$ cat src/separable_gaussian_blur_top_macros.svh
// Assertion macros used by the blur sequencer (sgb_ctrl).
// Needs clk_i and rst_ni in the scope of every use.
`ifndef SEPARABLE_GAUSSIAN_BLUR_TOP_MACROS_SVH
`define SEPARABLE_GAUSSIAN_BLUR_TOP_MACROS_SVH

// Condition must never hold out of reset.
`define SGB_ASSERT_NEVER(lbl, cond, msg) \
  lbl: assert property (@(posedge clk_i) disable iff (!rst_ni) !(cond)) else $error(msg);

// Same-cycle implication.
`define SGB_ASSERT_IMPL(lbl, ante, cons, msg) \
  lbl: assert property (@(posedge clk_i) disable iff (!rst_ni) (ante) |-> (cons)) else $error(msg);

// Next-cycle implication.
`define SGB_ASSERT_NEXT(lbl, ante, cons, msg) \
  lbl: assert property (@(posedge clk_i) disable iff (!rst_ni) (ante) |=> (cons)) else $error(msg);

`endif

$ cat src/sgb_pkg.sv
// Shared types and constants of the separable blur.
// No dependencies.
package sgb_pkg;

  localparam logic [1:0] ACT_WRITE = 2'd0;
  localparam logic [1:0] ACT_BLUR  = 2'd1;
  localparam logic [1:0] ACT_READ  = 2'd2;

  localparam logic [2:0] REG_RADIUS       = 3'd0;
  localparam logic [2:0] REG_COEF_CENTER  = 3'd1;
  localparam logic [2:0] REG_COEF_ONE     = 3'd2;
  localparam logic [2:0] REG_COEF_TWO     = 3'd3;
  localparam logic [2:0] REG_COEF_THREE   = 3'd4;
  localparam logic [2:0] REG_COEF_FOUR    = 3'd5;
  localparam logic [2:0] REG_FRAME_WIDTH  = 3'd6;
  localparam logic [2:0] REG_FRAME_HEIGHT = 3'd7;

  // weight select codes
  localparam logic [2:0] WSEL_CENTER = 3'd0;
  localparam logic [2:0] WSEL_ONE    = 3'd1;
  localparam logic [2:0] WSEL_TWO    = 3'd2;
  localparam logic [2:0] WSEL_THREE  = 3'd3;
  localparam logic [2:0] WSEL_FOUR   = 3'd4;
  localparam logic [2:0] WSEL_NONE   = 3'd5;

  localparam int unsigned ACC_W = 28;
  localparam logic [ACC_W-1:0] ROUND_HALF = 28'd32768;

  typedef struct packed {
    logic [15:0] center;
    logic [15:0] one;
    logic [15:0] two;
    logic [15:0] three;
    logic [15:0] four;
  } sgb_coef_t;

  typedef struct packed {
    logic       tap_en;
    logic       tap_first;
    logic [2:0] wsel;
    logic       fin_en;
    logic       lb_rd;
    logic       px_wr;
    logic       px_rd;
    logic       px_done;
    logic       px_err;
    logic       blur_done;
  } sgb_cmd_t;

  // round to nearest, saturate to 8 bits
  function automatic logic [7:0] round_sat(input logic [ACC_W-1:0] acc);
    logic [ACC_W-1:0] s;
    s = acc + ROUND_HALF;
    if (|s[ACC_W-1:24]) return 8'hFF;
    return s[23:16];
  endfunction

endpackage

$ cat src/sgb_ctrl.sv
// Blur sequencer: pixel command decode and the row/column pass walk.
// Depends on sgb_pkg and the assertion macro header.
`include "separable_gaussian_blur_top_macros.svh"

module sgb_ctrl #(
  parameter int MAX_WIDTH  = 64,
  parameter int MAX_HEIGHT = 64,
  parameter int MAX_RADIUS = 4,
  parameter int CW  = $clog2(MAX_WIDTH),
  parameter int RW  = $clog2(MAX_HEIGHT),
  parameter int PW  = $clog2(((MAX_WIDTH > MAX_HEIGHT) ? MAX_WIDTH : MAX_HEIGHT) + 1),
  parameter int TW  = $clog2(2 * MAX_RADIUS + 1),
  parameter int RDW = $clog2(MAX_RADIUS + 1),
  parameter int LIW = $clog2((MAX_WIDTH > MAX_HEIGHT) ? MAX_WIDTH : MAX_HEIGHT)
) (
  input  logic               clk_i,
  input  logic               rst_ni,
  input  logic               start_i,
  input  logic [1:0]         action_i,
  input  logic [5:0]         col_i,
  input  logic [5:0]         row_i,
  input  logic [PW-1:0]      w_eff_i,
  input  logic [PW-1:0]      h_eff_i,
  input  logic [RDW-1:0]     r_eff_i,
  output logic               busy_o,
  output sgb_pkg::sgb_cmd_t  cmd_o,
  output logic [RW+CW-1:0]   st_addr_o,
  output logic [RW+CW-1:0]   wb_addr_o,
  output logic [LIW-1:0]     lb_addr_o
);
  import sgb_pkg::*;

  localparam int IW = PW + TW + 2;

  localparam logic [2:0] ST_IDLE  = 3'd0;
  localparam logic [2:0] ST_TAP   = 3'd1;
  localparam logic [2:0] ST_DRAIN = 3'd2;
  localparam logic [2:0] ST_FIN   = 3'd3;
  localparam logic [2:0] ST_WB    = 3'd4;
  localparam logic [2:0] ST_WBEND = 3'd5;
  localparam logic [2:0] ST_DONE  = 3'd6;

  logic [2:0]    state_q, state_d;
  logic          pass_q, pass_d;
  logic [PW-1:0] line_q, line_d;
  logic [PW-1:0] pos_q, pos_d;
  logic [TW-1:0] tap_q, tap_d;
  logic          drain_q, drain_d;

  logic [PW-1:0] len, nlines, tp;
  logic [IW-1:0] ipos;
  logic [TW-1:0] tap_dist, last_tap;
  logic          accept, in_range;

  assign accept   = start_i && (state_q == ST_IDLE);
  assign busy_o   = (state_q != ST_IDLE);
  assign len      = pass_q ? h_eff_i : w_eff_i;
  assign nlines   = pass_q ? w_eff_i : h_eff_i;
  assign last_tap = TW'({r_eff_i, 1'b0});
  assign in_range = (13'(col_i) < 13'(w_eff_i)) && (13'(row_i) < 13'(h_eff_i));

  // clamped sample position of the current tap
  always_comb begin
    ipos = IW'(pos_q) + IW'(tap_q) - IW'(r_eff_i);
    if (ipos[IW-1])              tp = '0;
    else if (ipos >= IW'(len))   tp = len - PW'(1);
    else                         tp = ipos[PW-1:0];
    tap_dist = (tap_q >= TW'(r_eff_i)) ? (tap_q - TW'(r_eff_i))
                                       : (TW'(r_eff_i) - tap_q);
  end

  always_comb begin
    state_d = state_q;
    pass_d  = pass_q;
    line_d  = line_q;
    pos_d   = pos_q;
    tap_d   = tap_q;
    drain_d = drain_q;
    cmd_o   = '0;
    cmd_o.wsel = (32'(tap_dist) > 32'd4) ? WSEL_NONE : 3'(tap_dist);
    lb_addr_o = LIW'(pos_q);
    wb_addr_o = pass_q ? {RW'(pos_q), CW'(line_q)} : {RW'(line_q), CW'(pos_q)};
    if (state_q == ST_IDLE) st_addr_o = {RW'(row_i), CW'(col_i)};
    else st_addr_o = pass_q ? {RW'(tp), CW'(line_q)} : {RW'(line_q), CW'(tp)};

    case (state_q)
      ST_IDLE: begin
        if (accept) begin
          if (action_i == ACT_BLUR) begin
            state_d = ST_TAP;
            pass_d  = 1'b0;
            line_d  = '0;
            pos_d   = '0;
            tap_d   = '0;
          end else begin
            cmd_o.px_done = 1'b1;
            if (action_i == ACT_WRITE || action_i == ACT_READ) begin
              cmd_o.px_err = !in_range;
              cmd_o.px_wr  = (action_i == ACT_WRITE) && in_range;
              cmd_o.px_rd  = (action_i == ACT_READ) && in_range;
            end
          end
        end
      end
      ST_TAP: begin
        cmd_o.tap_en    = 1'b1;
        cmd_o.tap_first = (tap_q == '0);
        if (tap_q == last_tap) begin
          state_d = ST_DRAIN;
          drain_d = 1'b0;
        end else begin
          tap_d = tap_q + TW'(1);
        end
      end
      ST_DRAIN: begin
        drain_d = 1'b1;
        if (drain_q) state_d = ST_FIN;
      end
      ST_FIN: begin
        cmd_o.fin_en = 1'b1;
        tap_d = '0;
        if (pos_q == len - PW'(1)) begin
          pos_d   = '0;
          state_d = ST_WB;
        end else begin
          pos_d   = pos_q + PW'(1);
          state_d = ST_TAP;
        end
      end
      ST_WB: begin
        cmd_o.lb_rd = 1'b1;
        if (pos_q == len - PW'(1)) state_d = ST_WBEND;
        else pos_d = pos_q + PW'(1);
      end
      ST_WBEND: begin
        // last write-back lands this cycle
        pos_d = '0;
        tap_d = '0;
        if (line_q == nlines - PW'(1)) begin
          line_d = '0;
          if (pass_q) begin
            state_d = ST_DONE;
          end else begin
            pass_d  = 1'b1;
            state_d = ST_TAP;
          end
        end else begin
          line_d  = line_q + PW'(1);
          state_d = ST_TAP;
        end
      end
      ST_DONE: begin
        cmd_o.blur_done = 1'b1;
        state_d = ST_IDLE;
      end
      default: state_d = ST_IDLE;
    endcase
  end

  always_ff @(posedge clk_i or negedge rst_ni) begin
    if (!rst_ni) begin
      state_q <= ST_IDLE;
      pass_q  <= 1'b0;
      line_q  <= '0;
      pos_q   <= '0;
      tap_q   <= '0;
      drain_q <= 1'b0;
    end else begin
      state_q <= state_d;
      pass_q  <= pass_d;
      line_q  <= line_d;
      pos_q   <= pos_d;
      tap_q   <= tap_d;
      drain_q <= drain_d;
    end
  end

  `SGB_ASSERT_NEVER(a_one_cmd, !$onehot0({cmd_o.tap_en, cmd_o.fin_en, cmd_o.lb_rd, cmd_o.px_wr, cmd_o.px_rd}), "more than one datapath command")
  `SGB_ASSERT_NEXT(a_blur_busy, accept && action_i == ACT_BLUR, busy_o, "blur accepted but not busy")
  `SGB_ASSERT_NEXT(a_done_idle, state_q == ST_DONE, state_q == ST_IDLE, "no return to idle after blur")
  `SGB_ASSERT_IMPL(a_pos_range, busy_o && state_q != ST_DONE, pos_q < len, "position beyond line")

endmodule

$ cat config.mk
export PLATFORM = sky130hd
export DESIGN_NAME = sgb_ctrl
export DESIGN_NICKNAME = d
export VERILOG_FILES = /design/src/sgb_pkg.sv /design/src/sgb_ctrl.sv
export VERILOG_INCLUDE_DIRS = /design/src /design/src/src
export SDC_FILE = /design/constraint.sdc
export NUM_CORES = 1
export LEC_CHECK = 0
export BUFFER_PORTS_ARGS = -buffer_cell sky130_fd_sc_hd__buf_2
export CORE_UTILIZATION = 50
export CTS_BUF_LIST = sky130_fd_sc_hd__clkbuf_4
export CTS_CLUSTER_SIZE = 30
export DETAILED_ROUTE_END_ITERATION = 8
export GPL_TIMING_DRIVEN = 0
export PLACE_DENSITY = 0.74
export SYNTH_ARGS = -nofsm -noshare
export SYNTH_HDL_FRONTEND = slang
export SYNTH_SLANG_ARGS = --single-unit
$ cat constraint.sdc
create_clock -name clk_i -period 12.8 [get_ports clk_i]
set_input_delay 1.28 -clock clk_i [delete_from_list [all_inputs] [get_ports clk_i]]
set_output_delay 1.28 -clock clk_i [all_outputs]
set_load 0.005 [all_outputs]
==> out/metrics.yaml <==
critical_path:
  critical_path_class: "input port to primary output"
  critPathCaptureType: "primary output"
  max_stage_delay_ns: 0.53
  worst_ep_required_time_ns: 11.52
  path_buf_inv: 3
  slowest_stage: "fa_1"
  arrival_ns: 5.12
  worstPathMaxFanout: 9
  cp_top_family: "compound AO/OA/AOI/OAI gates"
  start_kind: "input port"
  cp.depth: 17
  r2r-start: "pass_q"
  crit_chain: "buf_2 -> fa_1 -> inv_1 -> fa_1 -> a21o_1 -> a21oi_1 -> o21bai_1 -> a21oi_1 -> xor2_1 -> ha_1 -> a2111oi_0 -> o21ai_1 -> a21oi_2 -> mux2_2 -> nand3_1 -> a31oi_1 -> buf_2"
  r2r_slack_ns: 8.80
  r2r_cells: 14
  r2r_end: "pos_q[4]"
worst_hold_path:
  hold_depth: 2
  worstHoldEndpoint: "drain_q"
  hp-class: "flip-flop to flip-flop"
  hp-start: "drain_q"
clock_tree:
  clock-root-buffer: "clkbuf_4"
  cts_setup_buffers: 0
  cts.reportedPaths.clkPinSlew_ns: 0.13
  clockBufferDepth: 2
  hold_buffers: 0
  post_cts_resized: 0
  h-tree-depth: 1
  cts_tree: "yes"
  cts_made_buffers: 3
  cts_sinks: 23
  insertion_delay_ns: 0.32
layout:
  syn_to_final_growth_pct: 14.6
  fillers: 651
  seq_area_um2: 576
  multi_input_area_mm2: 0.00272
  antenna_cells: 0
  nNetsFinal: 622
  drive_above_1_share_pct: 20.1
pwr:
  p_per_area_mw_per_mm2: 233
  power_w: 0.000960
  p_seq_share_pct: 14.3
  power_frac_clock_pct: 3.9
  ir_drop_v: 0.0000931
  p_int_w: 0.000469
  p_leak_nw: 1.97
  power_switching_w: 0.000491
  swShare_pct: 51.1
  combPwrFrac_pct: 81.8
drt:
  wl_per_cell_um: 15.4
  antenna_left: 0
  finalWirelength_um: 9830
  via_per_inst: 5.76
  dr.pass1.iters: 5
  vias: 3677
  drc: 0
  initialDrtViolationCount: 258
sta:
  relSlewSlack_pct: 28.6
  max_freq_ghz: 0.156
  maxSlewViolCount: 0
  setup_viol: 0
  skew_ns: 0.00343
  hold_viol_final: 0
  holdWs_ns: 0.579
  min_period_ns: 6.40
  finalCritPeriodShare_pct: 50.0
  fin_tns_setup_ns: 0
  rsz0062_at_grt: "no"
  tightest_slew_ns: 1.06
logic_synthesis:
  netlist.area_leader.share_pct: 16.0
  synthFlopType: "dfrtp_1"
  syn_inst: 463
  ys_warn_count: 0
  synth_area_mm2: 0.00360
  synth.most_common_cell: "inv_1"
  synthArstFlopShare_pct: 100
  seq_area_frac_synth_pct: 16.0
  synth_top_area_cell: "dfrtp_1"
  synth.avg_cell_area_um2: 7.78
  synth_edf_count: 0
  ys_ff_latch: 23
  synthTopCellsByArea: "dfrtp_1, ha_1, mux2i_1"
  yosysUniqueCellTypes: 63
  synth_common_cells: "inv_1, nand2_1, ha_1"
  synth_fp_nets: 542
placed_design:
  port_buffers: 75
  dpl.hpwl_um: 7910
  globalplace.congestion: 0.944
grt:
  grt.total_usage_pct: 26.5
  gr-total-overflow: 0
  antenna_found_initial: 0
  grt_pass1_wl_um: 15900
  grt_max_degree: 24
  grt_pass1_vias: 3367
flow_run:
  drv_cap: 0
floorplanning:
  start_util_pct: 52.5
  design.die.area_mm2: 0.00755
  die_h_um: 86.9
  fp.dieW_um: 86.9
  core_area_mm2: 0.00687
  io_pins: 77
  placementRows: 30
outcome:
  status: "finished, final reports clean"
power by group through the flow:
stage          clock network, W  registers [W]  logic (W)
3_5_place_dp                  0       0.000138   0.000779
6_report              0.0000377       0.000137   0.000785
4_1_cts               0.0000385       0.000136   0.000783
5_1_grt               0.0000415       0.000142   0.000876
2_1_floorplan                 0       0.000124   0.000566
3_3_place_gp                  0       0.000137   0.000759
logic make-up (layout without fill, tap and decap cells):
group	Yosys count	in the layout	synth area share, %
AND/OR/NAND/NOR	135	135	18.8
AO/OA/AOI/OAI	119	119	21.5
buffers and inverters	73	152	8.61
adder cells (fa/ha/maj)	45	45	16.7
XOR/XNOR	35	35	8.51
multiplexers	33	33	10.0
flip-flops	23	23	16.0
per-layer routing:
| metal | up-vias | wire length (µm) | global-route usage, % |
|---|---|---|---|
| met2 | 131 | 4480 | 43.9 |
| met4 | 0 | 266 | 9.39 |
| met5 | - | 0 | 0 |
| met3 | 25 | 445 | 1.61 |
| met1 | 1731 | 4640 | 36.5 |
| li1 | 1790 | - | - |
layout by cell type (no fill, tap or decap), types with 4 or more instances in the layout:
cell type   n
nor3_1     18
nor2_1     25
dfrtp_1    23
ha_1       40
xor2_1     11
clkbuf_4    5
fa_1        5
nand2b_1    7
buf_4       6
nand3_1    11
a31oi_1     7
o211ai_1    4
a22oi_1     8
o21ai_1    18
and3_1      7
a21o_1     11
buf_2      77
mux2_2      8
clkbuf_1   15
mux2i_1    22
inv_1      45
and2_1      4
o21ai_0    20
xnor2_1    24
nand2_1    42
a21oi_1    18
worst max-delay path by stage:
stage                          start             to
after floorplan           r_eff_i[1]  st_addr_o[10]
after global placement    r_eff_i[1]  st_addr_o[10]
after detailed placement  r_eff_i[1]   st_addr_o[4]
after CTS                 r_eff_i[1]   st_addr_o[4]
after global routing      r_eff_i[1]   st_addr_o[4]
final                     r_eff_i[1]   st_addr_o[4]
flip-flops by register name, summed over array words and instances, names as in the netlist:
| signal | count |
|---|---|
| pos_q | 7 |
| drain_q | 1 |
| tap_q | 4 |
| line_q | 7 |
| state_q | 3 |
| pass_q | 1 |
worst min-delay path, delay by kind of cell, from the launching register on:
kind | cells | cell delay, ns
AO/OA/AOI/OAI | 1 | 0.05
AND/OR/NAND/NOR | 1 | 0.08
flip-flops | 1 | 0.41
final cells by class:
type	count	area share, %
timing repair buffer	75	9.09
multi-input combinational	367	65.8
tap	96	2.91
buffer	26	3.24
clock buffer	4	0.727
inverter	47	4.27
sequential	23	13.9
through the flow:
step / utilization [%] / instances / cell area [µm²] / setup slack (ns)
global placement: 59.7 / 634 / 4100 / 6.44
detailed placement: 59.7 / 634 / 4100 / 6.42
floorplan: - / 463 / 3600 / 7.01
finish: 60.1 / 638 / 4130 / 6.40
global route: 60.1 / 638 / 4130 / 6.04
CTS: 60.1 / 638 / 4130 / 6.41
Note: power is estimated with default switching activity, not from simulation.
